File: src/rtl/sfs_pkg.sv
// ----------------------------------------------------------------------------
// Sprite frame sequencer package
// Shared widths, codes, item and configuration types for the sequencer.
// ----------------------------------------------------------------------------
package sfs_pkg;

  // Largest sheet the sequencer addresses; the frame number stays 8 bits wide.
  localparam int MAX_FRAMES = 256;
  localparam int FRAME_CAP  = (MAX_FRAMES < 256) ? MAX_FRAMES : 256;

  localparam int SIZE_W    = 9;
  localparam int PIX_W     = 13;
  localparam int PERIOD_W  = 24;
  localparam int FRAME_W   = 8;
  localparam int COORD_W   = 20;
  localparam int ACC_W     = 25;
  localparam int POS_W     = 9;
  localparam int LEN_W     = 9;
  localparam int FLAGS_W   = 3;
  localparam int ACTION_W  = 3;

  localparam int SIZE_MAX  = 256;
  localparam int PIX_MAX   = 4096;

  localparam int CFG_IDX_W  = 3;
  localparam int CFG_DATA_W = 24;

  localparam int IN_TDATA_W  = 24;
  localparam int IN_TUSER_W  = ACTION_W;
  localparam int OUT_TDATA_W = 56;

  // Output tdata layout
  localparam int OUT_FRAME_LSB    = 0;
  localparam int OUT_X_LSB        = OUT_FRAME_LSB + FRAME_W;
  localparam int OUT_Y_LSB        = OUT_X_LSB + COORD_W;
  localparam int OUT_PLAYING_BIT  = OUT_Y_LSB + COORD_W;
  localparam int OUT_FINISHED_BIT = OUT_PLAYING_BIT + 1;
  localparam int OUT_PAD_W        = OUT_TDATA_W - OUT_FINISHED_BIT - 1;

  // Radix-4 divider for column and row of a frame
  localparam int DIV_STEPS = FRAME_W / 2;
  localparam int DIV_CNT_W = $clog2(DIV_STEPS);

  localparam int QUEUE_DEPTH = 2;
  localparam int QPTR_W      = $clog2(QUEUE_DEPTH);
  localparam int QCNT_W      = $clog2(QUEUE_DEPTH + 1);

  localparam int FLAG_LOOP   = 0;
  localparam int FLAG_RETURN = 1;
  localparam int FLAG_RANGE  = 2;

  typedef enum logic [CFG_IDX_W-1:0] {
    CFG_SHEET_COLUMNS = 3'd0,
    CFG_SHEET_ROWS    = 3'd1,
    CFG_FRAME_WIDTH   = 3'd2,
    CFG_FRAME_HEIGHT  = 3'd3,
    CFG_FRAME_PERIOD  = 3'd4,
    CFG_RANGE_FIRST   = 3'd5,
    CFG_RANGE_LAST    = 3'd6,
    CFG_PLAY_FLAGS    = 3'd7
  } cfg_idx_e;

  typedef enum logic [ACTION_W-1:0] {
    ACT_TICK   = 3'd0,
    ACT_START  = 3'd1,
    ACT_STOP   = 3'd2,
    ACT_PAUSE  = 3'd3,
    ACT_RESUME = 3'd4,
    ACT_IGNORE = 3'd7
  } action_e;

  typedef enum logic [2:0] {
    ST_IDLE,
    ST_ADVANCE,
    ST_FRAME,
    ST_DIV,
    ST_EMIT
  } back_state_e;

  typedef struct packed {
    action_e             action;
    logic [PERIOD_W-1:0] elapsed;
  } item_t;

  typedef struct packed {
    logic [SIZE_W-1:0]   sheet_columns;
    logic [SIZE_W-1:0]   sheet_rows;
    logic [PIX_W-1:0]    frame_width;
    logic [PIX_W-1:0]    frame_height;
    logic [PERIOD_W-1:0] frame_period;
    logic [FRAME_W-1:0]  range_first;
    logic [FRAME_W-1:0]  range_last;
    logic [FLAGS_W-1:0]  play_flags;
  } cfg_t;

endpackage

File: src/rtl/sfs_front.sv
// ----------------------------------------------------------------------------
// Sprite frame sequencer front end
// Accepts input items, decodes the action and hands them to the queue.
// ----------------------------------------------------------------------------
module sfs_front (
  input  logic                             clk_i,
  input  logic                             rst_ni,
  input  logic                             s_axis_tvalid,
  output logic                             s_axis_tready,
  input  logic [sfs_pkg::IN_TDATA_W-1:0]   s_axis_tdata,  // elapsed[23:0]
  input  logic [sfs_pkg::IN_TUSER_W-1:0]   s_axis_tuser,  // action[2:0]
  input  logic                             full_i,
  output logic                             push_o,
  output sfs_pkg::item_t                   item_o
);

  logic           valid_q, valid_d;
  sfs_pkg::item_t item_q;
  sfs_pkg::item_t decoded;
  logic           accept;

  always_comb begin
    decoded.elapsed = '0;
    case (sfs_pkg::action_e'(s_axis_tuser))
      sfs_pkg::ACT_TICK: begin
        decoded.action  = sfs_pkg::ACT_TICK;
        decoded.elapsed = s_axis_tdata;
      end
      sfs_pkg::ACT_START:  decoded.action = sfs_pkg::ACT_START;
      sfs_pkg::ACT_STOP:   decoded.action = sfs_pkg::ACT_STOP;
      sfs_pkg::ACT_PAUSE:  decoded.action = sfs_pkg::ACT_PAUSE;
      sfs_pkg::ACT_RESUME: decoded.action = sfs_pkg::ACT_RESUME;
      default:             decoded.action = sfs_pkg::ACT_IGNORE;
    endcase
  end

  assign push_o        = valid_q && !full_i;
  assign s_axis_tready = !valid_q || !full_i;
  assign accept        = s_axis_tvalid && s_axis_tready;
  assign item_o        = item_q;

  always_comb begin
    valid_d = valid_q;
    if (accept) begin
      valid_d = 1'b1;
    end else if (push_o) begin
      valid_d = 1'b0;
    end
  end

  always_ff @(posedge clk_i or negedge rst_ni) begin
    if (!rst_ni) begin
      valid_q <= 1'b0;
    end else begin
      valid_q <= valid_d;
    end
  end

  always_ff @(posedge clk_i) begin
    if (accept) begin
      item_q <= decoded;
    end
  end

endmodule

File: src/rtl/sfs_queue.sv
// ----------------------------------------------------------------------------
// Sprite frame sequencer item queue
// Short FIFO that decouples the front end from the sequencing back end.
// ----------------------------------------------------------------------------
module sfs_queue (
  input  logic           clk_i,
  input  logic           rst_ni,
  input  logic           push_i,
  input  sfs_pkg::item_t item_i,
  output logic           full_o,
  input  logic           pop_i,
  output logic           valid_o,
  output sfs_pkg::item_t item_o
);

  sfs_pkg::item_t                    mem [sfs_pkg::QUEUE_DEPTH];
  logic [sfs_pkg::QPTR_W-1:0]        wr_ptr_q, wr_ptr_d;
  logic [sfs_pkg::QPTR_W-1:0]        rd_ptr_q, rd_ptr_d;
  logic [sfs_pkg::QCNT_W-1:0]        cnt_q, cnt_d;

  assign full_o  = (cnt_q == sfs_pkg::QCNT_W'(sfs_pkg::QUEUE_DEPTH));
  assign valid_o = (cnt_q != '0);
  assign item_o  = mem[rd_ptr_q];

  always_comb begin
    wr_ptr_d = wr_ptr_q;
    rd_ptr_d = rd_ptr_q;
    cnt_d    = cnt_q;
    if (push_i) begin
      wr_ptr_d = (wr_ptr_q == sfs_pkg::QPTR_W'(sfs_pkg::QUEUE_DEPTH - 1)) ? '0
               : wr_ptr_q + sfs_pkg::QPTR_W'(1);
    end
    if (pop_i) begin
      rd_ptr_d = (rd_ptr_q == sfs_pkg::QPTR_W'(sfs_pkg::QUEUE_DEPTH - 1)) ? '0
               : rd_ptr_q + sfs_pkg::QPTR_W'(1);
    end
    if (push_i && !pop_i) begin
      cnt_d = cnt_q + sfs_pkg::QCNT_W'(1);
    end else if (pop_i && !push_i) begin
      cnt_d = cnt_q - sfs_pkg::QCNT_W'(1);
    end
  end

  always_ff @(posedge clk_i or negedge rst_ni) begin
    if (!rst_ni) begin
      wr_ptr_q <= '0;
      rd_ptr_q <= '0;
      cnt_q    <= '0;
    end else begin
      wr_ptr_q <= wr_ptr_d;
      rd_ptr_q <= rd_ptr_d;
      cnt_q    <= cnt_d;
    end
  end

  always_ff @(posedge clk_i) begin
    if (push_i) begin
      mem[wr_ptr_q] <= item_i;
    end
  end

endmodule

File: src/rtl/sfs_back.sv
// ----------------------------------------------------------------------------
// Sprite frame sequencer back end
// Runs the play state, derives the shown frame and its pixel position.
// ----------------------------------------------------------------------------
module sfs_back (
  input  logic                            clk_i,
  input  logic                            rst_ni,
  input  sfs_pkg::cfg_t                   cfg_i,
  input  logic                            head_valid_i,
  input  sfs_pkg::item_t                  head_i,
  output logic                            pop_o,
  output logic                            m_axis_tvalid,
  input  logic                            m_axis_tready,
  // frame_number[7:0], frame_x[27:8], frame_y[47:28], playing[48],
  // finished[49], zero pad[55:50]
  output logic [sfs_pkg::OUT_TDATA_W-1:0] m_axis_tdata
);

  localparam int FW = sfs_pkg::FRAME_W;

  // Derived configuration, two register stages
  logic [sfs_pkg::SIZE_W-1:0]   cols_c, rows_c;
  logic [sfs_pkg::PIX_W-1:0]    fw_c, fh_c;
  logic [2*sfs_pkg::SIZE_W-1:0] n_raw_q;
  logic [sfs_pkg::SIZE_W-1:0]   cols_q;
  logic [sfs_pkg::PIX_W-1:0]    fw_q, fh_q;

  logic [sfs_pkg::SIZE_W-1:0]   n_sat;
  logic [FW-1:0]                seq_first, seq_span;
  logic                         seq_down, seq_empty;
  logic [sfs_pkg::LEN_W-1:0]    seq_len;
  logic [FW-1:0]                first_q, span_q;
  logic                         down_q, empty_q;
  logic [sfs_pkg::LEN_W-1:0]    len_q;

  logic ret, loop_cfg;

  always_comb begin
    cols_c = (cfg_i.sheet_columns == '0) ? sfs_pkg::SIZE_W'(1)
           : (cfg_i.sheet_columns > sfs_pkg::SIZE_W'(sfs_pkg::SIZE_MAX))
             ? sfs_pkg::SIZE_W'(sfs_pkg::SIZE_MAX) : cfg_i.sheet_columns;
    rows_c = (cfg_i.sheet_rows == '0) ? sfs_pkg::SIZE_W'(1)
           : (cfg_i.sheet_rows > sfs_pkg::SIZE_W'(sfs_pkg::SIZE_MAX))
             ? sfs_pkg::SIZE_W'(sfs_pkg::SIZE_MAX) : cfg_i.sheet_rows;
    fw_c   = (cfg_i.frame_width == '0) ? sfs_pkg::PIX_W'(1)
           : (cfg_i.frame_width > sfs_pkg::PIX_W'(sfs_pkg::PIX_MAX))
             ? sfs_pkg::PIX_W'(sfs_pkg::PIX_MAX) : cfg_i.frame_width;
    fh_c   = (cfg_i.frame_height == '0) ? sfs_pkg::PIX_W'(1)
           : (cfg_i.frame_height > sfs_pkg::PIX_W'(sfs_pkg::PIX_MAX))
             ? sfs_pkg::PIX_W'(sfs_pkg::PIX_MAX) : cfg_i.frame_height;
  end

  assign ret      = cfg_i.play_flags[sfs_pkg::FLAG_RETURN];
  assign loop_cfg = cfg_i.play_flags[sfs_pkg::FLAG_LOOP];

  always_comb begin
    n_sat = (n_raw_q > (2*sfs_pkg::SIZE_W)'(sfs_pkg::FRAME_CAP))
          ? sfs_pkg::SIZE_W'(sfs_pkg::FRAME_CAP) : n_raw_q[sfs_pkg::SIZE_W-1:0];
    if (cfg_i.play_flags[sfs_pkg::FLAG_RANGE]) begin
      seq_first = cfg_i.range_first;
      seq_down  = cfg_i.range_first > cfg_i.range_last;
      seq_empty = cfg_i.range_first == cfg_i.range_last;
      seq_span  = seq_down ? cfg_i.range_first - cfg_i.range_last
                           : cfg_i.range_last - cfg_i.range_first;
      if (!ret) begin
        seq_len = {1'b0, seq_span} + sfs_pkg::LEN_W'(1);
      end else if (loop_cfg) begin
        seq_len = {seq_span, 1'b0};
      end else begin
        seq_len = {seq_span, 1'b1};
      end
    end else begin
      seq_first = '0;
      seq_down  = 1'b0;
      seq_empty = 1'b0;
      seq_span  = FW'(n_sat - sfs_pkg::SIZE_W'(1));
      if (!ret) begin
        seq_len = n_sat;
      end else if (seq_span == '0) begin
        seq_len = sfs_pkg::LEN_W'(1);
      end else begin
        seq_len = {seq_span, 1'b0};
      end
    end
  end

  always_ff @(posedge clk_i) begin
    n_raw_q <= cols_c * rows_c;
    cols_q  <= cols_c;
    fw_q    <= fw_c;
    fh_q    <= fh_c;
    first_q <= seq_first;
    span_q  <= seq_span;
    down_q  <= seq_down;
    empty_q <= seq_empty;
    len_q   <= seq_len;
  end

  // Play state and sequencer
  sfs_pkg::back_state_e        state_q, state_d;
  logic                        playing_q, playing_d;
  logic [sfs_pkg::POS_W-1:0]   pos_q, pos_d;
  logic [sfs_pkg::ACC_W-1:0]   acc_q, acc_d;
  logic                        finished_q, finished_d;

  logic [FW-1:0]               frame_q, frame_d;
  logic [FW-1:0]               num_q, num_d;
  logic [FW-1:0]               rem_q, rem_d;
  logic [FW-1:0]               quot_q, quot_d;
  logic [sfs_pkg::DIV_CNT_W-1:0] cnt_q, cnt_d;

  logic                        out_valid_q, out_valid_d;
  logic [sfs_pkg::OUT_TDATA_W-1:0] out_data_q;
  logic                        out_free, out_load;

  logic [sfs_pkg::ACC_W:0]     acc_sum;
  logic [sfs_pkg::POS_W:0]     pos_inc;
  logic [sfs_pkg::POS_W-1:0]   p_clamp, off;
  logic [FW-1:0]               last_f, frame_calc;
  logic [FW+2:0]               div_r, div_c1, div_c2, div_c3, div_rr;
  logic [1:0]                  digit;
  logic [FW+sfs_pkg::PIX_W-1:0] prod_x, prod_y;

  assign out_free = !out_valid_q || m_axis_tready;
  assign acc_sum  = {1'b0, acc_q} + (sfs_pkg::ACC_W+1)'(head_i.elapsed);
  assign pos_inc  = {1'b0, pos_q} + (sfs_pkg::POS_W+1)'(1);

  // Shown frame at the clamped position
  always_comb begin
    p_clamp = (pos_q < len_q) ? pos_q : len_q - sfs_pkg::LEN_W'(1);
    off     = p_clamp - {1'b0, span_q};
    last_f  = down_q ? first_q - span_q : first_q + span_q;
    if (empty_q) begin
      frame_calc = first_q;
    end else if (p_clamp <= {1'b0, span_q}) begin
      frame_calc = down_q ? first_q - p_clamp[FW-1:0] : first_q + p_clamp[FW-1:0];
    end else begin
      frame_calc = down_q ? last_f + off[FW-1:0] : last_f - off[FW-1:0];
    end
  end

  // One radix-4 digit of frame / columns
  always_comb begin
    div_r  = {1'b0, rem_q, num_q[FW-1:FW-2]};
    div_c1 = {2'b00, cols_q};
    div_c2 = {1'b0, cols_q, 1'b0};
    div_c3 = div_c1 + div_c2;
    if (div_r >= div_c3) begin
      digit  = 2'd3;
      div_rr = div_r - div_c3;
    end else if (div_r >= div_c2) begin
      digit  = 2'd2;
      div_rr = div_r - div_c2;
    end else if (div_r >= div_c1) begin
      digit  = 2'd1;
      div_rr = div_r - div_c1;
    end else begin
      digit  = 2'd0;
      div_rr = div_r;
    end
  end

  assign prod_x = rem_q * fw_q;
  assign prod_y = quot_q * fh_q;

  always_comb begin
    state_d    = state_q;
    playing_d  = playing_q;
    pos_d      = pos_q;
    acc_d      = acc_q;
    finished_d = finished_q;
    frame_d    = frame_q;
    num_d      = num_q;
    rem_d      = rem_q;
    quot_d     = quot_q;
    cnt_d      = cnt_q;
    pop_o      = 1'b0;
    out_load   = 1'b0;
    case (state_q)
      sfs_pkg::ST_IDLE: begin
        if (head_valid_i) begin
          pop_o      = 1'b1;
          finished_d = 1'b0;
          state_d    = sfs_pkg::ST_FRAME;
          case (head_i.action)
            sfs_pkg::ACT_TICK: begin
              if (playing_q) begin
                if (empty_q) begin
                  playing_d = 1'b0;
                end else begin
                  acc_d   = acc_sum[sfs_pkg::ACC_W] ? '1 : acc_sum[sfs_pkg::ACC_W-1:0];
                  state_d = sfs_pkg::ST_ADVANCE;
                end
              end
            end
            sfs_pkg::ACT_START: begin
              pos_d     = '0;
              playing_d = !empty_q;
            end
            sfs_pkg::ACT_STOP: begin
              pos_d     = '0;
              playing_d = 1'b0;
            end
            sfs_pkg::ACT_PAUSE:  playing_d = 1'b0;
            sfs_pkg::ACT_RESUME: playing_d = !empty_q;
            default: ;
          endcase
        end
      end
      sfs_pkg::ST_ADVANCE: begin
        if (acc_q >= sfs_pkg::ACC_W'(cfg_i.frame_period)) begin
          acc_d = acc_q - sfs_pkg::ACC_W'(cfg_i.frame_period);
          if (pos_inc >= {1'b0, len_q}) begin
            if (loop_cfg) begin
              pos_d = '0;
            end else begin
              pos_d      = len_q - sfs_pkg::LEN_W'(1);
              playing_d  = 1'b0;
              finished_d = 1'b1;
            end
          end else begin
            pos_d = pos_inc[sfs_pkg::POS_W-1:0];
          end
        end
        state_d = sfs_pkg::ST_FRAME;
      end
      sfs_pkg::ST_FRAME: begin
        frame_d = frame_calc;
        num_d   = frame_calc;
        rem_d   = '0;
        quot_d  = '0;
        cnt_d   = '0;
        state_d = sfs_pkg::ST_DIV;
      end
      sfs_pkg::ST_DIV: begin
        num_d  = {num_q[FW-3:0], 2'b00};
        rem_d  = div_rr[FW-1:0];
        quot_d = {quot_q[FW-3:0], digit};
        cnt_d  = cnt_q + sfs_pkg::DIV_CNT_W'(1);
        if (cnt_q == sfs_pkg::DIV_CNT_W'(sfs_pkg::DIV_STEPS - 1)) begin
          state_d = sfs_pkg::ST_EMIT;
        end
      end
      sfs_pkg::ST_EMIT: begin
        // hold the finished item until the output register frees up
        if (out_free) begin
          out_load = 1'b1;
          state_d  = sfs_pkg::ST_IDLE;
        end
      end
      default: state_d = sfs_pkg::ST_IDLE;
    endcase
  end

  always_comb begin
    out_valid_d = out_valid_q;
    if (out_load) begin
      out_valid_d = 1'b1;
    end else if (m_axis_tready) begin
      out_valid_d = 1'b0;
    end
  end

  always_ff @(posedge clk_i or negedge rst_ni) begin
    if (!rst_ni) begin
      state_q     <= sfs_pkg::ST_IDLE;
      playing_q   <= 1'b0;
      pos_q       <= '0;
      acc_q       <= '0;
      finished_q  <= 1'b0;
      out_valid_q <= 1'b0;
    end else begin
      state_q     <= state_d;
      playing_q   <= playing_d;
      pos_q       <= pos_d;
      acc_q       <= acc_d;
      finished_q  <= finished_d;
      out_valid_q <= out_valid_d;
    end
  end

  always_ff @(posedge clk_i) begin
    frame_q <= frame_d;
    num_q   <= num_d;
    rem_q   <= rem_d;
    quot_q  <= quot_d;
    cnt_q   <= cnt_d;
    if (out_load) begin
      out_data_q <= {{sfs_pkg::OUT_PAD_W{1'b0}}, finished_q, playing_q,
                     prod_y[sfs_pkg::COORD_W-1:0], prod_x[sfs_pkg::COORD_W-1:0],
                     frame_q};
    end
  end

  assign m_axis_tvalid = out_valid_q;
  assign m_axis_tdata  = out_data_q;

endmodule

File: src/rtl/sprite_frame_sequencer.sv
// ----------------------------------------------------------------------------
// Sprite frame sequencer
// Steps a sprite-sheet animation on tick items and reports the shown frame.
// ----------------------------------------------------------------------------
// Usage:
//   Input channel s_axis: tuser carries the action (tick, start, stop, pause,
//   resume), tdata the elapsed time in unsigned Q8.16 seconds for ticks.
//   Output channel m_axis: exactly one item per input item, with frame
//   number, pixel x and y of the frame in the sheet, playing and finished.
//   Configuration: write cfg_data_i to register cfg_index_i while cfg_we_i is
//   high; write only while no item is in flight.
//   Flow: an accepted item passes the front register and the queue; the back
//   end then takes it from IDLE through FRAME, its 4-step radix-4 column/row
//   divider and EMIT, with ADVANCE before FRAME for a tick while playing, one item at a time.
//   The front register and a 2-entry queue keep taking items while the back
//   end works. When the receiver stalls, the finished item is held in the
//   output register, the back end waits with the next one, and input
//   tready drops once the queue and front register are full.
//   Reset clears play state, position and time accumulator and loads the
//   register defaults (1x1 sheet, 1x1 frame, zero period, whole sheet).
// ----------------------------------------------------------------------------
module sprite_frame_sequencer (
  input  logic                             clk_i,
  input  logic                             rst_ni,
  input  logic                             s_axis_tvalid,
  output logic                             s_axis_tready,
  input  logic [sfs_pkg::IN_TDATA_W-1:0]   s_axis_tdata,  // elapsed[23:0]
  input  logic [sfs_pkg::IN_TUSER_W-1:0]   s_axis_tuser,  // action[2:0]
  output logic                             m_axis_tvalid,
  input  logic                             m_axis_tready,
  // frame_number[7:0], frame_x[27:8], frame_y[47:28], playing[48],
  // finished[49], zero pad[55:50]
  output logic [sfs_pkg::OUT_TDATA_W-1:0]  m_axis_tdata,
  input  logic                             cfg_we_i,
  input  logic [sfs_pkg::CFG_IDX_W-1:0]    cfg_index_i,
  input  logic [sfs_pkg::CFG_DATA_W-1:0]   cfg_data_i
);

  sfs_pkg::cfg_t  cfg_q, cfg_d;
  logic           push, full, pop, head_valid;
  sfs_pkg::item_t front_item, head_item;

  always_comb begin
    cfg_d = cfg_q;
    if (cfg_we_i) begin
      case (sfs_pkg::cfg_idx_e'(cfg_index_i))
        sfs_pkg::CFG_SHEET_COLUMNS: cfg_d.sheet_columns = cfg_data_i[sfs_pkg::SIZE_W-1:0];
        sfs_pkg::CFG_SHEET_ROWS:    cfg_d.sheet_rows    = cfg_data_i[sfs_pkg::SIZE_W-1:0];
        sfs_pkg::CFG_FRAME_WIDTH:   cfg_d.frame_width   = cfg_data_i[sfs_pkg::PIX_W-1:0];
        sfs_pkg::CFG_FRAME_HEIGHT:  cfg_d.frame_height  = cfg_data_i[sfs_pkg::PIX_W-1:0];
        sfs_pkg::CFG_FRAME_PERIOD:  cfg_d.frame_period  = cfg_data_i[sfs_pkg::PERIOD_W-1:0];
        sfs_pkg::CFG_RANGE_FIRST:   cfg_d.range_first   = cfg_data_i[sfs_pkg::FRAME_W-1:0];
        sfs_pkg::CFG_RANGE_LAST:    cfg_d.range_last    = cfg_data_i[sfs_pkg::FRAME_W-1:0];
        sfs_pkg::CFG_PLAY_FLAGS:    cfg_d.play_flags    = cfg_data_i[sfs_pkg::FLAGS_W-1:0];
        default: ;
      endcase
    end
  end

  always_ff @(posedge clk_i or negedge rst_ni) begin
    if (!rst_ni) begin
      cfg_q.sheet_columns <= sfs_pkg::SIZE_W'(1);
      cfg_q.sheet_rows    <= sfs_pkg::SIZE_W'(1);
      cfg_q.frame_width   <= sfs_pkg::PIX_W'(1);
      cfg_q.frame_height  <= sfs_pkg::PIX_W'(1);
      cfg_q.frame_period  <= '0;
      cfg_q.range_first   <= '0;
      cfg_q.range_last    <= '0;
      cfg_q.play_flags    <= '0;
    end else begin
      cfg_q <= cfg_d;
    end
  end

  sfs_front u_front (
    .clk_i         (clk_i),
    .rst_ni        (rst_ni),
    .s_axis_tvalid (s_axis_tvalid),
    .s_axis_tready (s_axis_tready),
    .s_axis_tdata  (s_axis_tdata),
    .s_axis_tuser  (s_axis_tuser),
    .full_i        (full),
    .push_o        (push),
    .item_o        (front_item)
  );

  sfs_queue u_queue (
    .clk_i   (clk_i),
    .rst_ni  (rst_ni),
    .push_i  (push),
    .item_i  (front_item),
    .full_o  (full),
    .pop_i   (pop),
    .valid_o (head_valid),
    .item_o  (head_item)
  );

  sfs_back u_back (
    .clk_i         (clk_i),
    .rst_ni        (rst_ni),
    .cfg_i         (cfg_q),
    .head_valid_i  (head_valid),
    .head_i        (head_item),
    .pop_o         (pop),
    .m_axis_tvalid (m_axis_tvalid),
    .m_axis_tready (m_axis_tready),
    .m_axis_tdata  (m_axis_tdata)
  );

`ifndef NO_ASSERTIONS
  a_pop_nonempty: assert property (@(posedge clk_i) disable iff (!rst_ni)
    pop |-> head_valid)
    else $error("queue popped while empty");

  a_push_room: assert property (@(posedge clk_i) disable iff (!rst_ni)
    push |-> !full)
    else $error("queue pushed while full");

  a_finished_stops: assert property (@(posedge clk_i) disable iff (!rst_ni)
    (m_axis_tvalid && m_axis_tdata[sfs_pkg::OUT_FINISHED_BIT])
      |-> !m_axis_tdata[sfs_pkg::OUT_PLAYING_BIT])
    else $error("finished item still reports playing");
`endif

endmodule

File: config.mk
export PLATFORM = sky130hd
export DESIGN_NAME = sprite_frame_sequencer
export DESIGN_NICKNAME = d
export VERILOG_FILES = /design/src/rtl/sfs_pkg.sv /design/src/rtl/sfs_front.sv /design/src/rtl/sfs_queue.sv /design/src/rtl/sfs_back.sv /design/src/rtl/sprite_frame_sequencer.sv
export SDC_FILE = /design/constraint.sdc
export NUM_CORES = 1
export LEC_CHECK = 0
export BUFFER_PORTS_ARGS = -buffer_cell sky130_fd_sc_hd__clkbuf_2
export CAP_MARGIN = 20
export CORE_MARGIN = 4
export CORE_UTILIZATION = 35
export CTS_CLUSTER_DIAMETER = 50
export DETAILED_ROUTE_END_ITERATION = 12
export SLEW_MARGIN = 20
export SYNTH_ARGS = -nofsm -noshare
export SYNTH_HDL_FRONTEND = slang
export SYNTH_HIERARCHICAL = 1
export SYNTH_SLANG_ARGS = --single-unit
File: constraint.sdc
create_clock -name clk_i -period 7.4 [get_ports clk_i]
set_clock_uncertainty 0.1 [all_clocks]
set_input_delay 0.37 -clock clk_i [delete_from_list [all_inputs] [get_ports clk_i]]
set_output_delay 0.37 -clock clk_i [all_outputs]
set_load 0.005 [all_outputs]
* After elaboration in Yosys (flattened, before gate mapping)
Memory sizes are Yosys's and may differ from the RTL's.
Cells that the tools add are included.
Widths: inputs -> output; s select.
** Word-level totals
- Output and inout port bits :: 58
- Bits in writable memories :: 54
- Register bits after elaboration :: 323
- Logic and storage cells :: 234
- Input port bits :: 59
- Memories :: 1
** Operators by class
- Equal/unequal tests :: 33
- Reduce and logical (&&, ||, !) cells :: 45
- Multiplexer cells :: 78
- Add/subtract/negate cells :: 24
- Multiply operators :: 3
- Magnitude comparators :: 13
** Memories
- u_queue.mem :: words 2, bits a word 27, rd ports 1, clocked after Yosys merged registers in 0, wr ports 1, line sfs_queue.sv:16 : sfs_pkg::item_t mem [sfs_pkg::QUEUE_DEPTH];
** Operator list (number)
- $mux 25 :: 6
- $mux 9 :: 15
- $mux 8 :: 10
- $sub 8x8->8 :: 9
- $pmux 25 s2 :: 1
- $pmux 8 s2 :: 3
- $mul 8x13->20 :: 2
- $pmux 3 s5 :: 2
- $add 25x24->26 :: 1
- $gt 13x13->1 const B :: 2
- $logic_not 13->1 :: 2
- $mux 13 :: 2
- $ge 25x24->1 :: 1
- $sub 25x24->25 :: 1
- $add 8x8->8 :: 3
- $eq 3x2->1 const B :: 8
- $mux 1 :: 24
- $eq 3x3->1 const B :: 7
- $ge 10x9->1 :: 2
- $gt 18x9->1 const B :: 1
- $gt 9x9->1 const B :: 2
- $logic_not 9->1 :: 2
- $mul 9x9->18 :: 1
- $pmux 9 s2 :: 1
- other kinds (36) :: 88

* Logic depth before layout (Yosys ltp)
Gate-level depths: netlist (run 1).
- Depth after elaboration :: 8
- Mapped depth :: 26
- Depth with buffers taken out :: 25

* By module
Netlist (run 1), hierarchy kept.
** Modules (own cells, without submodules)
- sfs_back :: seq. area each 5124.9 um2, times used 1, area each 23090.9 um2, cells each 2573
- sprite_frame_sequencer :: seq. area each 2182.1 um2, times used 1, area each 3330.7 um2, cells each 192
- sfs_queue :: seq. area each 1721.7 um2, times used 1, area each 2237.1 um2, cells each 100
- sfs_front :: seq. area each 835.8 um2, times used 1, area each 1297.5 um2, cells each 68

* Worst setup path before layout (run 1)
Ideal clock, no wire load.
- Kind :: register to register
- From :: register u_back/pos_q[8] (netlist name)
- To :: register u_back.num_q[7], data pin
- Buffers on the path :: 1
- Clock period less this slack :: 5.219 ns
- Data required time :: 7.131 ns
- Arrival time :: 4.950 ns
- Cell stages (with the launch flop) :: 23
- Path slack :: 2.181 ns
- Setup time :: 0.169 ns
- Cell sequence :: dfrtp_1 > ha_1 > and4_1 > a221oi_1 > o21ai_0 > a31oi_2 > buf_4 > mux2i_1 > ha_1 > fa_1 > ha_1 > inv_1 > mux2i_1 > ha_1 > a21o_1 > a21oi_1 > o21ai_0 > o41ai_1 > xor2_1 > xnor3_1 > mux2i_1 > nor2_1 > o31ai_1
** On the way
- Word-level cells in the longest chain between the ends :: 8
- Elaborated cells between the ends (all ways) :: 13
- Classes of those cells :: add/sub (5); order compare (2); mux (6)
** Ends and longest elaborated chain
- start: declaration :: line sfs_back.sv:102 : logic [sfs_pkg::POS_W-1:0] pos_q, pos_d;
- start signal: assignment :: line sfs_back.sv:275 : pos_q <= pos_d;
- $lt 9x9->1 :: line sfs_back.sv:130 : p_clamp = (pos_q < len_q) ? pos_q : len_q - sfs_pkg::LEN_W'(1);
- $mux 9 * :: line sfs_back.sv:130
- $sub 8x8->8 :: line sfs_back.sv:131 : off = p_clamp - {1'b0, span_q};
- $sub 8x8->8 / $add 8x8->8 (equally long branches) :: line sfs_back.sv:138 : frame_calc = down_q ? last_f + off[FW-1:0] : last_f - off[FW-1:0];
- $mux 8 :: line sfs_back.sv:138
- $mux 8 * :: line sfs_back.sv:135 : end else if (p_clamp <= {1'b0, span_q}) begin
- $mux 8 * :: line sfs_back.sv:133 : if (empty_q) begin
- $pmux 8 s2 * :: line sfs_back.sv:179 : case (state_q)
- named net u_back.num_d[7] :: line sfs_back.sv:107 : logic [FW-1:0] num_q, num_d;
- end signal: assignment :: line sfs_back.sv:284 : num_q <= num_d;
- end: declaration :: line sfs_back.sv:107
Mark *: on every way through the listed nets, which the timed path passes. The rest lies on a longest branch.
A chain may end at the register's enable or synchronous reset.

* Final worst setup path (run 1)
- From :: register cfg_q[77] (netlist name)
- To :: register u_back/n_raw_q[17] (netlist name)
** On the way
- Word-level cells in the longest chain between the ends :: 4
- Elaborated cells between the ends (all ways) :: 5
- Classes of those cells :: mul (1); order compare (1); mux (2); reduce/logical (1)
** Ends and longest elaborated chain
- start: declaration :: line sprite_frame_sequencer.sv:39 : sfs_pkg::cfg_t cfg_q, cfg_d;
- start signal: assignment :: line sprite_frame_sequencer.sv:71 : cfg_q <= cfg_d;
- $gt 9x9->1 :: line sfs_back.sv:43 : : (cfg_i.sheet_rows > sfs_pkg::SIZE_W'(sfs_pkg::SIZE_MAX))
- $mux 9 :: line sfs_back.sv:44 : ? sfs_pkg::SIZE_W'(sfs_pkg::SIZE_MAX) : cfg_i.sheet_rows;
- $mux 9 * :: line sfs_back.sv:42 : rows_c = (cfg_i.sheet_rows == '0) ? sfs_pkg::SIZE_W'(1)
- $mul 9x9->18 * :: line sfs_back.sv:88 : n_raw_q <= cols_c * rows_c;
- end signal: assignment :: line sfs_back.sv:88
- end: declaration :: line sfs_back.sv:24 : logic [2*sfs_pkg::SIZE_W-1:0] n_raw_q;
Mark *: on every way between the ends. The rest lies on a longest branch, timed or not.

==> out/results.tsv, run 1 <==
stage	metric	value	unit
status	run_status	completed	
grt	grt_start_max_net_pins	71	
die	core_region_area	0.08501	sq mm
synthesis	post_synth_num_cell_types	96	
cts	clk_latency	0.66	ns
routing	first_iter_violations	1128	
die	starting_density_of_the_core	0.3524	
synthesis	synthArstFlopShare	0.3501	
place	postPlaceCellArea	0.03152	sq mm
cts	cts_root_buf	sky130_fd_sc_hd__clkbuf_16	
synthesis	syn-instance-count	2933	
grt	grt_pass1_vias	20980	
cts	cts_max_level	2	
routing	finalWirelength	69870	microns
cts	tritoncts_clock_tree	yes	
sta	final-hold-violation-count	0	
synthesis	ys_seq_elements	377	
grt	globalRouteOverflowTotal	0	
power_and_ir_drop	seq_power_share	0.243	
synthesis	post_synth_main_area_contributors	sky130_fd_sc_hd__edfxtp_1 (17%), sky130_fd_sc_hd__fa_1 (13%), sky130_fd_sc_hd__ha_1 (11%), sky130_fd_sc_hd__dfrtp_1 (11%), sky130_fd_sc_hd__dfxtp_1 (5.3%)	
power_and_ir_drop	netSwitchingPower	6.520	mW
cts	cts.reportedPaths.clkPinSlew	0.06	ns
cts	cts_post_setup_buffers_inserted	0	
synthesis	synth_sequential_area_ratio	0.3293	
setup_path	crit_required	7.86	ns
worst_hold_path	timing.hold.worst_endpoint	u_back/m_axis_tvalid	
setup_path	cp-end-kind	flip-flop	
setup_path	regToRegEndpoint	u_back/n_raw_q[17]	
sta	post_route_fraction_of_the_period_consumed_by_the_critical_path	0.8040	
sta	rel_slew_slack	0.3073	
synthesis	post_synth_edffs	165	
die	die_outline_area	0.09033	sq mm
synthesis	postSynthAreaPerCell	10.21	sq um
routing	drt_first_pass_iters	5	
power_and_ir_drop	cellPowerDensity	443.1	mW/mm^2
power_and_ir_drop	vdd_drop_max	0.0002438	V
sta	rsz_0062_raised_after_global_routing	false	
worst_hold_path	hold_path_class	in -> reg	
die	dieHeight	300.6	microns
routing	drc_errors	0	
power_and_ir_drop	p_comb_frac	0.574	
routing	post_drt_wl_per_cell	16.41	microns
power_and_ir_drop	design_power_total	15.04	mW
routing	routed-via-count	20840	
sta	minimum_period_implied_by_the_final_worst_setup_slack	5.949	ns
place	placer_congestion	0.8903	
setup_path	worstPathMaxFanout	24	
sta	clock.fmax	0.1681	GHz
setup_path	worstSetupPathType	reg -> reg	
routing	detail-route-antenna-nets	0	
synthesis	yosysTopAreaCellShare	0.1654	
cts	clockBufferDepth	3	
cells_and_area	design_area	0.03395	sq mm
power_and_ir_drop	p_int	8.522	mW
synthesis	synth_top_cell_by_area	sky130_fd_sc_hd__edfxtp_1	
place	worst_slack_placed	1.492	ns
sta	transition_time_at_the_pin_with_the_least_slew_margin	1.039	ns
cells_and_area	final_core_utilization	0.3993	
grt	globalRouteTotalUtil	0.1554	
setup_path	critPathArrivalTime	6.41	ns
setup_path	r2r_cells	20	
die	io-pin-count	117	
synthesis	yosys_warnings	6	
sta	postLayoutSetupSlackWorst	1.451	ns
flow_run	max_cap_violations	0	
place	port-buffer-count	110	
worst_hold_path	hold_path.startpoint	m_axis_tready	
grt	grt_pass1_wl	113300	microns
worst_hold_path	hold_depth	3	
cells_and_area	footprint_of_the_flip_flops_and_latches	0.009864	sq mm
cells_and_area	final_net_count	3587	
place	detail_placement_hpwl	52110	microns
sta	timing.final.max_slew_violations	0	
setup_path	source_of_the_worst_register_to_register_timing_path	cfg_q[77]	
routing	viasPerCell	4.893	
cts	number_of_buffers_added_by_the_clock_tree_synthesis_step	56	
cells_and_area	area_occupied_by_multi_input_gates	0.01822	sq mm
cells_and_area	flow.area_growth_from_synthesis	13.32	%
cells_and_area	drive_gt1_frac	0.1372	
setup_path	regToRegSetupSlack	1.45	ns
die	rows	107	
setup_path	start_kind	flip-flop	
sta	setup_viol	0	
cells_and_area	layout.cells.most_common	sky130_fd_sc_hd__inv_1	
grt	antenna_found_initial	9	
cts	cts_sinks	377	
power_and_ir_drop	leakagePower	15.60	nW
die	die-width	300.6	microns
synthesis	mappedNetlistArea	0.02996	sq mm
sta	final.setup.tns	0	ns
cells_and_area	most-common-layout-cells	sky130_fd_sc_hd__inv_1 (357), sky130_fd_sc_hd__ha_1 (272), sky130_fd_sc_hd__nand2_1 (259)	
synthesis	synth_top_flop_cell	sky130_fd_sc_hd__edfxtp_1	
power_and_ir_drop	clock_power_share	0.183	
power_and_ir_drop	switching_share	0.4334	
cells_and_area	n_fill_cell	8279	
[worst max-delay path by stage]
stage,startpoint,end,slack (ns)
2_1_floorplan,u_back/pos_q[8],u_back/num_q[7],2.18
3_3_place_gp,cfg_q[77],u_back/n_raw_q[17],1.58
3_5_place_dp,cfg_q[77],u_back/n_raw_q[17],1.49
4_1_cts,cfg_q[77],u_back/n_raw_q[17],1.48
5_1_grt,cfg_q[77],u_back/n_raw_q[17],0.96
6_report,cfg_q[77],u_back/n_raw_q[17],1.45
[cell type report]
class / count / area share
antenna: 2 / 0.0001474
clock buffer: 65 / 0.04290
clock inverter: 41 / 0.01563
inverter: 360 / 0.03981
multi-input combinational: 2102 / 0.5366
sequential: 377 / 0.2906
tap: 1144 / 0.04217
timing repair buffer: 167 / 0.03210
[synthesized netlist by cell type, types with 80 or more instances]
cell type,n
sky130_fd_sc_hd__inv_1,357
sky130_fd_sc_hd__ha_1,272
sky130_fd_sc_hd__nand2_1,259
sky130_fd_sc_hd__fa_1,192
sky130_fd_sc_hd__edfxtp_1,165
sky130_fd_sc_hd__and2_1,144
sky130_fd_sc_hd__nor2_1,138
sky130_fd_sc_hd__dfrtp_1,128
sky130_fd_sc_hd__mux2_2,120
sky130_fd_sc_hd__xnor2_1,119
sky130_fd_sc_hd__a21oi_1,116
sky130_fd_sc_hd__o21ai_0,90
sky130_fd_sc_hd__dfxtp_1,80
[stage by stage]
step	hold WS, ns	std cells
after detailed placement	0.3066	4108
after floorplan	-0.02559	2938
after global routing	0.05463	4256
final	0.05746	4258
after global placement	0.3045	4108
after CTS	0.001614	4254
[registers in the layout, indices dropped and copies added (netlist names), 2 cells and up]
name	cells
u_back/first_q	8
u_back/n_raw_q	18
u_front/item_o	27
u_back/m_axis_tdata	50
u_back/num_q	8
u_back/rem_q	8
u_back/state_q	3
cfg_q	87
u_back/fh_q	13
u_back/fw_q	13
u_back/acc_q	25
u_back/span_q	8
u_back/pos_q	9
u_back/quot_q	8
u_back/len_q	9
u_back/cols_q	9
u_back/cnt_q	2
u_back/frame_q	8
u_queue/mem	54
u_queue/cnt_q	2
[power groups by stage]
stage	Clock [mW]	Combinational, mW	Sequential [mW]
2_1_floorplan	0	7.10	3.32
3_3_place_gp	0	8.49	3.67
3_5_place_dp	0	8.58	3.69
4_1_cts	2.84	8.69	3.65
5_1_grt	2.92	9.83	3.74
6_report	2.76	8.63	3.65
[worst max-delay path, cell delays in order (launching register included)]
cell and delay (ns):
sky130_fd_sc_hd__dfrtp_1 0.62, sky130_fd_sc_hd__nor2b_1 0.62, sky130_fd_sc_hd__nand2_1 0.16, sky130_fd_sc_hd__fa_1 0.53, sky130_fd_sc_hd__fa_1 0.53, sky130_fd_sc_hd__inv_1 0.04
sky130_fd_sc_hd__ha_1 0.26, sky130_fd_sc_hd__inv_1 0.05, sky130_fd_sc_hd__fa_1 0.60, sky130_fd_sc_hd__inv_1 0.06, sky130_fd_sc_hd__ha_1 0.29, sky130_fd_sc_hd__a21o_1 0.18
sky130_fd_sc_hd__a21oi_1 0.24, sky130_fd_sc_hd__o21bai_1 0.10, sky130_fd_sc_hd__a21oi_1 0.30, sky130_fd_sc_hd__o21a_1 0.20, sky130_fd_sc_hd__o21ai_0 0.13, sky130_fd_sc_hd__o41ai_1 0.43
sky130_fd_sc_hd__o21bai_1 0.11, sky130_fd_sc_hd__a21oi_1 0.19, sky130_fd_sc_hd__xnor2_1 0.13
[cells by family after synthesis]
| group | after synthesis | share of synthesized area |
|---|---|---|
| adder cells (fa/ha/maj) | 464 | 0.2419 |
| flip-flops | 377 | 0.3293 |
| other | 1 | 0.0001252 |
| buffers and inverters | 459 | 0.06411 |
| multiplexers | 173 | 0.06620 |
| AND/OR/NAND/NOR | 816 | 0.1435 |
| AO/OA/AOI/OAI | 465 | 0.1016 |
| XOR/XNOR | 178 | 0.05325 |
[metal layers]
| metal | part of all wire | up-vias | routed length [microns] | track usage |
|---|---|---|---|---|
| li1 | - | 10250 | - | - |
| met1 | 0.47 | 10150 | 32970 | 0.2175 |
| met2 | 0.45 | 344 | 31560 | 0.2470 |
| met3 | 0.051 | 94 | 3553 | 0.02747 |
| met4 | 0.025 | 4 | 1763 | 0.04538 |
| met5 | 0.00034 | - | 24 | 0 |
[what timing repair did]
action / in CTS / in global routing
endpoints found under the hold margin: 102 / 2
resized for setup: 0 / 0
hold buffers: 40 / 2
endpoints found under the setup margin: 0 / 0
Note: power is estimated with default switching activity, not from simulation.
==> inputs of run 2 (changes only) <==
==> constraint.sdc (replaced) <==
create_clock -name clk_i -period 5.3 [get_ports clk_i]
set_clock_uncertainty 0.1 [all_clocks]
set_input_delay 0.265 -clock clk_i [delete_from_list [all_inputs] [get_ports clk_i]]
set_output_delay 0.265 -clock clk_i [all_outputs]
set_load 0.005 [all_outputs]
==> out/results.tsv, run 2 (synthesis gave the netlist of run 1 again) <==
stage	metric	value	unit	change
sta	rel_slew_slack	0.2655		-0.04181
routing	drc_errors	0		unchanged
routing	drt_first_pass_iters	5		unchanged
grt	grt_pass1_vias	21150		+0.81%
cells_and_area	largest_register_ffs	87		unchanged
cells_and_area	drive_gt1_frac	0.1865		+0.04928
routing	finalWirelength	69320	microns	-0.79%
power_and_ir_drop	seq_power_share	0.224		-0.019
grt	antenna_found_initial	7		-2
cells_and_area	most-common-layout-cells	sky130_fd_sc_hd__inv_1 (353), sky130_fd_sc_hd__ha_1 (259), sky130_fd_sc_hd__nand2_1 (257)		
cells_and_area	layout.cells.most_common	sky130_fd_sc_hd__inv_1		
die	io-pin-count	117		unchanged
die	dieHeight	300.6	microns	unchanged
place	detail_placement_hpwl	52980	microns	+1.7%
cts	cts_root_buf	sky130_fd_sc_hd__clkbuf_16		
cts	clockBufferDepth	3		unchanged
status	run_status	completed		
sta	clock.fmax	0.1901	GHz	+13%
setup_path	start_kind	flip-flop		
routing	detail-route-antenna-nets	0		unchanged
cells_and_area	design_area	0.03504	sq mm	+3.2%
flow_run	max_cap_violations	0		unchanged
power_and_ir_drop	netSwitchingPower	9.367	mW	+44%
cts	clk_latency	0.67	ns	about the same
sta	final-hold-violation-count	0		unchanged
setup_path	crit_chain	ha_1, and4_4, a221oi_2, o21ai_1, a31oi_2, buf_4, mux2i_2, ha_2, fa_2, ha_4, inv_2, mux2i_4, ha_4, a21o_1, a21oi_2, o21ai_2, o41ai_2, xor2_1, xnor3_1, mux2i_1, nor2_1, o31ai_1		
power_and_ir_drop	p_int	12.47	mW	+46%
routing	post_drt_wl_per_cell	15.90	microns	-3.1%
setup_path	cp-end-kind	flip-flop		
setup_path	worstPathMaxFanout	4		-83%
die	starting_density_of_the_core	0.3524		unchanged
power_and_ir_drop	switching_share	0.4290		-0.004437
cts	cts.reportedPaths.clkPinSlew	0.06	ns	about the same
worst_hold_path	hold_path_class	in -> reg		
sta	post_route_fraction_of_the_period_consumed_by_the_critical_path	0.9927		+0.1887
place	postPlaceCellArea	0.03211	sq mm	+1.9%
die	rows	107		unchanged
power_and_ir_drop	cellPowerDensity	623.1	mW/mm^2	+41%
setup_path	crit_required	5.64	ns	-2.22 ns
die	die-width	300.6	microns	unchanged
cells_and_area	n_fill_cell	8212		-0.81%
place	port-buffer-count	110		unchanged
sta	fin_hold_ws	0.04516	ns	-0.01230 ns
cells_and_area	flow.area_growth_from_synthesis	16.98	%	
grt	globalRouteTotalUtil	0.1526		-0.002764
cts	tritoncts_clock_tree	yes		
routing	routed-via-count	21120		+1.3%
setup_path	crit_path_frequent_cell	sky130_fd_sc_hd__ha_4		
place	placed_cells	4186		+1.9%
sta	rsz_0062_raised_after_global_routing	true		
setup_path	r2r_cells	22		+10%
grt	globalRouteOverflowTotal	0		unchanged
cells_and_area	registers.top_by_ff_count	cfg_q		
sta	transition_time_at_the_pin_with_the_least_slew_margin	1.086	ns	+0.04712 ns
cts	number_of_buffers_added_by_the_clock_tree_synthesis_step	58		+3.6%
sta	setup_viol	0		unchanged
sta	timing.final.max_slew_violations	0		unchanged
power_and_ir_drop	leakagePower	16.13	nW	+3.4%
sta	minimum_period_implied_by_the_final_worst_setup_slack	5.261	ns	-0.6882 ns
setup_path	worstSetupPathType	reg -> reg		
setup_path	crit_family	adder cells		
die	core_region_area	0.08501	sq mm	unchanged
place	placer_congestion	0.8943		+0.45%
grt	grt_pass1_wl	111600	microns	-1.5%
die	die_outline_area	0.09033	sq mm	unchanged
worst_hold_path	hold_depth	3		unchanged
routing	viasPerCell	4.844		-1.0%
cts	cts_sinks	377		unchanged
cts	cts_max_level	2		unchanged
setup_path	path_buf_inv	2		-1
cells_and_area	instances_no_fill	4359		+2.4%
power_and_ir_drop	p_comb_frac	0.602		+0.028
cells_and_area	final_net_count	3685		+2.7%
routing	first_iter_violations	1001		-11%
setup_path	worst_path_max_delay_cell	sky130_fd_sc_hd__fa_2		
sta	final.setup.tns	0	ns	unchanged
setup_path	critPathArrivalTime	5.60	ns	-0.81 ns
power_and_ir_drop	vdd_drop_max	0.0003007	V	+23%
power_and_ir_drop	clock_power_share	0.174		-0.009
grt	grt_start_max_net_pins	78		+9.9%
setup_path	critical-path-max-stage-delay	0.48	ns	-0.14 ns
setup_path	crit_cells	22		+10%
==> run 2: metal layers <==
metal  vias up  share of wire  GRT usage  wire (microns)
met5         -        0.00068          0              47
met4         6          0.023    0.04072            1626
met3       101          0.049    0.02877            3363
met2       339           0.46     0.2495           32010
met1     10230           0.47     0.2082           32280
li1      10440              -          -               -
==> run 2: tightest hold or removal path, stage by stage <==
cell	delay, ns
sky130_fd_sc_hd__clkbuf_2	0.16
sky130_fd_sc_hd__nand4_1	0.16
sky130_fd_sc_hd__mux2_2	0.17
==> run 2: repair_timing <==
| item | CTS | global route |
|---|---|---|
| endpoints found under the setup margin | 2 | 15 |
| resized for setup | 2 | 80 |
| hold buffers | 44 | 0 |
| buffers inserted | 1 | 15 |
| cloned | 0 | 0 |
| endpoints found under the hold margin | 138 | 0 |
| pin swaps | 0 | 60 |
==> run 2: worst paths after layout <==
check | slack [ns] | to | start
setup / recovery | 0.04 | u_back/num_q[7] | u_back/pos_q[6]
hold / removal | 0.05 | cfg_q[1] | cfg_index_i[0]
setup reg to reg | 0.04 | u_back/num_q[7] | u_back/pos_q[6]
hold reg to reg | 0.32 | u_back/m_axis_tdata[6] | u_back/frame_q[6]
max in group asynchronous | 3.85 | cfg_q[6] | rst_ni
min in group asynchronous | 0.20 | u_queue/cnt_q[0] | rst_ni
==> run 2: cell type report <==
cell class	count	area, sq um	share of cell area
repair buffers	263	1827	0.05213
diodes	3	7.507	0.0002142
well taps	1144	1431	0.04085
flip-flops and latches	377	9873	0.2817
inverters	360	1351	0.03856
clock inverters	36	390.4	0.01114
multi-input cells	2102	18550	0.5294
clock buffers	74	1612	0.04599
==> run 2: through the flow <==
| stage | utilization | setup WS, ns | power (mW) |
|---|---|---|---|
| 2_1_floorplan | - | 0.08136 | 14.55 |
| 6_report | 0.4122 | 0.03877 | 21.83 |
| 4_1_cts | 0.4067 | -0.009400 | 21.43 |
| 5_1_grt | 0.4122 | -0.1377 | 23.93 |
| 3_5_place_dp | 0.3777 | -0.05918 | 17.39 |
| 3_3_place_gp | 0.3777 | 0.04717 | 17.27 |
==> run 2: power groups by stage <==
stage                     logic, mW  clock network (mW)  registers, mW
after floorplan                9.91                   0           4.64
after global placement         12.3                   0           4.92
after detailed placement       12.5                   0           4.94
after CTS                      12.6                3.92           4.89
after global routing           14.9                4.05           5.01
final                          13.1                3.80           4.89
==> inputs of run 3 (changes only) <==
--- a/config.mk
+++ b/config.mk
@@ -7,6 +7,7 @@
 export LEC_CHECK = 0
 export BUFFER_PORTS_ARGS = -buffer_cell sky130_fd_sc_hd__clkbuf_2
 export CAP_MARGIN = 20
+export CORE_ASPECT_RATIO = 1.2
 export CORE_MARGIN = 4
 export CORE_UTILIZATION = 35
 export CTS_CLUSTER_DIAMETER = 50
==> out/results.tsv, run 3 (synthesis gave the netlist of run 1 again) <==
stage	metric	value	unit	change
place	port-buffer-count	110		unchanged
sta	timing.final.max_slew_violations	0		unchanged
routing	drc_errors	0		unchanged
cells_and_area	layout.cells.most_common	sky130_fd_sc_hd__inv_1		
grt	globalRouteTotalUtil	0.1549		+0.002332
die	core_region_area	0.08491	sq mm	-0.13%
die	die_outline_area	0.09035	sq mm	about the same
setup_path	cp-end-kind	flip-flop		
sta	transition_time_at_the_pin_with_the_least_slew_margin	0.9268	ns	-0.1593 ns
grt	grt_pass1_vias	21760		+2.9%
power_and_ir_drop	leakagePower	16.12	nW	about the same
die	dieHeight	328.5	microns	+9.3%
routing	detail-route-antenna-nets	0		unchanged
cells_and_area	final_net_count	3685		unchanged
worst_hold_path	hold_path_class	in -> reg		
setup_path	crit_required	5.63	ns	about the same
grt	antenna_found_initial	13		+6
power_and_ir_drop	seq_power_share	0.224		about the same
cells_and_area	registers.top_by_ff_count	cfg_q		
sta	post_route_fraction_of_the_period_consumed_by_the_critical_path	0.9655		-0.02723
flow_run	max_cap_violations	0		unchanged
power_and_ir_drop	netSwitchingPower	9.444	mW	+0.83%
cells_and_area	n_fill_cell	8239		+0.33%
place	placer_congestion	0.8687		-2.9%
cts	tritoncts_clock_tree	yes		
cts	cts_sinks	377		unchanged
place	worst_slack_placed	-0.06381	ns	-0.004628 ns
sta	clock.fmax	0.1954	GHz	+2.8%
power_and_ir_drop	switching_share	0.4316		+0.002614
setup_path	worstSetupPathType	reg -> reg		
setup_path	setup.worst_path.start	u_back/pos_q[6]		
power_and_ir_drop	p_int	12.44	mW	-0.24%
setup_path	critPathArrivalTime	5.44	ns	-0.16 ns
setup_path	source_of_the_worst_register_to_register_timing_path	u_back/pos_q[6]		
power_and_ir_drop	clock_power_share	0.174		about the same
cts	clockBufferDepth	3		unchanged
routing	routed-via-count	21240		+0.58%
sta	final-hold-violation-count	0		unchanged
sta	final.setup.tns	0	ns	unchanged
power_and_ir_drop	design_power_total	21.88	mW	+0.22%
sta	rel_slew_slack	0.3774		+0.1119
power_and_ir_drop	cellPowerDensity	624.6	mW/mm^2	+0.24%
cts	cts_root_buf	sky130_fd_sc_hd__clkbuf_16		
cts	clk_latency	0.64	ns	-0.03 ns
power_and_ir_drop	vdd_drop_max	0.0003419	V	+14%
die	starting_density_of_the_core	0.3528		+0.0004414
sta	setup_viol	0		unchanged
setup_path	worstPathMaxFanout	3		-1
routing	post_drt_wl_per_cell	16.04	microns	+0.88%
grt	grt_pass1_wl	114200	microns	+2.3%
cells_and_area	most-common-layout-cells	sky130_fd_sc_hd__inv_1 (356), sky130_fd_sc_hd__ha_1 (262), sky130_fd_sc_hd__nand2_1 (258)		
sta	fin_hold_ws	0.07402	ns	+0.02886 ns
power_and_ir_drop	p_comb_frac	0.602		about the same
status	run_status	completed		
cells_and_area	flow.area_growth_from_synthesis	16.95	%	about the same
routing	drt_first_pass_iters	5		unchanged
die	io-pin-count	117		unchanged
sta	minimum_period_implied_by_the_final_worst_setup_slack	5.117	ns	-0.1443 ns
place	detail_placement_hpwl	53910	microns	+1.8%
cells_and_area	design_area	0.03503	sq mm	about the same
cts	number_of_buffers_added_by_the_clock_tree_synthesis_step	56		-3.4%
cells_and_area	largest_register_ffs	87		unchanged
sta	rsz_0062_raised_after_global_routing	true		
grt	globalRouteOverflowTotal	0		unchanged
setup_path	start_kind	flip-flop		
cells_and_area	drive_gt1_frac	0.1838		-0.002688
routing	first_iter_violations	1078		+7.7%
routing	viasPerCell	4.885		+0.84%
worst_hold_path	hold_path.startpoint	cfg_data_i[6]		
routing	finalWirelength	69750	microns	+0.62%
die	rows	117		+9.3%
cts	cts.reportedPaths.clkPinSlew	0.06	ns	about the same
cts	cts_max_level	2		unchanged
place	postPlaceCellArea	0.03211	sq mm	about the same
grt	grt_start_max_net_pins	64		-18%
sta	postLayoutSetupSlackWorst	0.1831	ns	+0.1443 ns
die	die-width	275.1	microns	-8.5%
[run 3: cell count changes in the layout (fill, tap and decap cells not counted), sizes merged]
cell / change
buf: +2
bufinv: +2
clkbuf: -8
clkinv: +6
clkinvlp: +2
diode: +5
inv: -6
[run 3: worst paths after layout]
kind | slack, ns | depth (start not counted) | endpoint
min in group asynchronous | 0.10 | 2 | u_back/pos_q[4]
setup reg to reg | 0.18 | 21 | u_back/num_q[7]
hold reg to reg | 0.33 | 0 | u_back/m_axis_tdata[7]
hold / removal | 0.07 | 2 | cfg_q[25]
setup / recovery | 0.18 | 21 | u_back/num_q[7]
max in group asynchronous | 3.88 | 3 | cfg_q[57]
[run 3: layout make-up]
class | count | area, sq um | area share
timing repair buffer | 265 | 1834 | 0.05236
clock buffer | 66 | 1511 | 0.04314
inverter | 360 | 1351 | 0.03857
clock inverter | 40 | 480.5 | 0.01371
antenna | 8 | 20.02 | 0.0005714
tap | 1130 | 1414 | 0.04036
sequential | 377 | 9867 | 0.2816
multi-input combinational | 2102 | 18560 | 0.5296
[run 3: timing repair]
| item | 4_1_cts | 5_1_grt |
|---|---|---|
| endpoints found under the hold margin | 116 | 0 |
| setup endpoints to repair | 2 | 18 |
| hold buffers | 44 | 0 |
| gates resized for setup | 6 | 73 |
| pin swaps | 2 | 57 |
| setup buffers | 1 | 14 |
[run 3: per-layer routing]
| metal | GRT usage | up-vias | wire (microns) |
|---|---|---|---|
| met1 | 0.2011 | 10360 | 31020 |
| li1 | - | 10450 | - |
| met2 | 0.2672 | 316 | 34160 |
| met3 | 0.02933 | 106 | 2908 |
| met4 | 0.03741 | 6 | 1619 |
| met5 | 0 | - | 41 |
[run 3: through the flow]
step | cells | util
after detailed placement | 4175 | 0.3782
after global routing | 4343 | 0.4125
after global placement | 4175 | 0.3782
after CTS | 4326 | 0.4072
final | 4348 | 0.4126
after floorplan | 2938 | -
[run 3: critical path, cell delays in order (launching register included)]
cell and delay (ns):
sky130_fd_sc_hd__dfrtp_1 0.38, sky130_fd_sc_hd__ha_1 0.31, sky130_fd_sc_hd__and4_4 0.17, sky130_fd_sc_hd__a221oi_2 0.26
sky130_fd_sc_hd__o21ai_2 0.11, sky130_fd_sc_hd__a31oi_4 0.25, sky130_fd_sc_hd__mux2i_2 0.29, sky130_fd_sc_hd__ha_2 0.24
sky130_fd_sc_hd__fa_2 0.47, sky130_fd_sc_hd__ha_4 0.28, sky130_fd_sc_hd__inv_1 0.04, sky130_fd_sc_hd__mux2i_2 0.17
sky130_fd_sc_hd__ha_1 0.26, sky130_fd_sc_hd__a21o_1 0.18, sky130_fd_sc_hd__a21oi_2 0.18, sky130_fd_sc_hd__o21ai_2 0.09
sky130_fd_sc_hd__o41ai_2 0.24, sky130_fd_sc_hd__xor2_1 0.19, sky130_fd_sc_hd__xnor3_1 0.25, sky130_fd_sc_hd__mux2i_1 0.13
sky130_fd_sc_hd__nor2_1 0.07, sky130_fd_sc_hd__o31ai_1 0.26
[run 3: power groups by stage]
stage	combinational [mW]	clock, mW	sequential (mW)
after floorplan	9.91	0	4.64
after global placement	12.5	0	4.93
after detailed placement	12.6	0	4.95
after CTS	12.8	3.92	4.90
after global routing	14.9	4.06	5.01
final	13.2	3.81	4.89
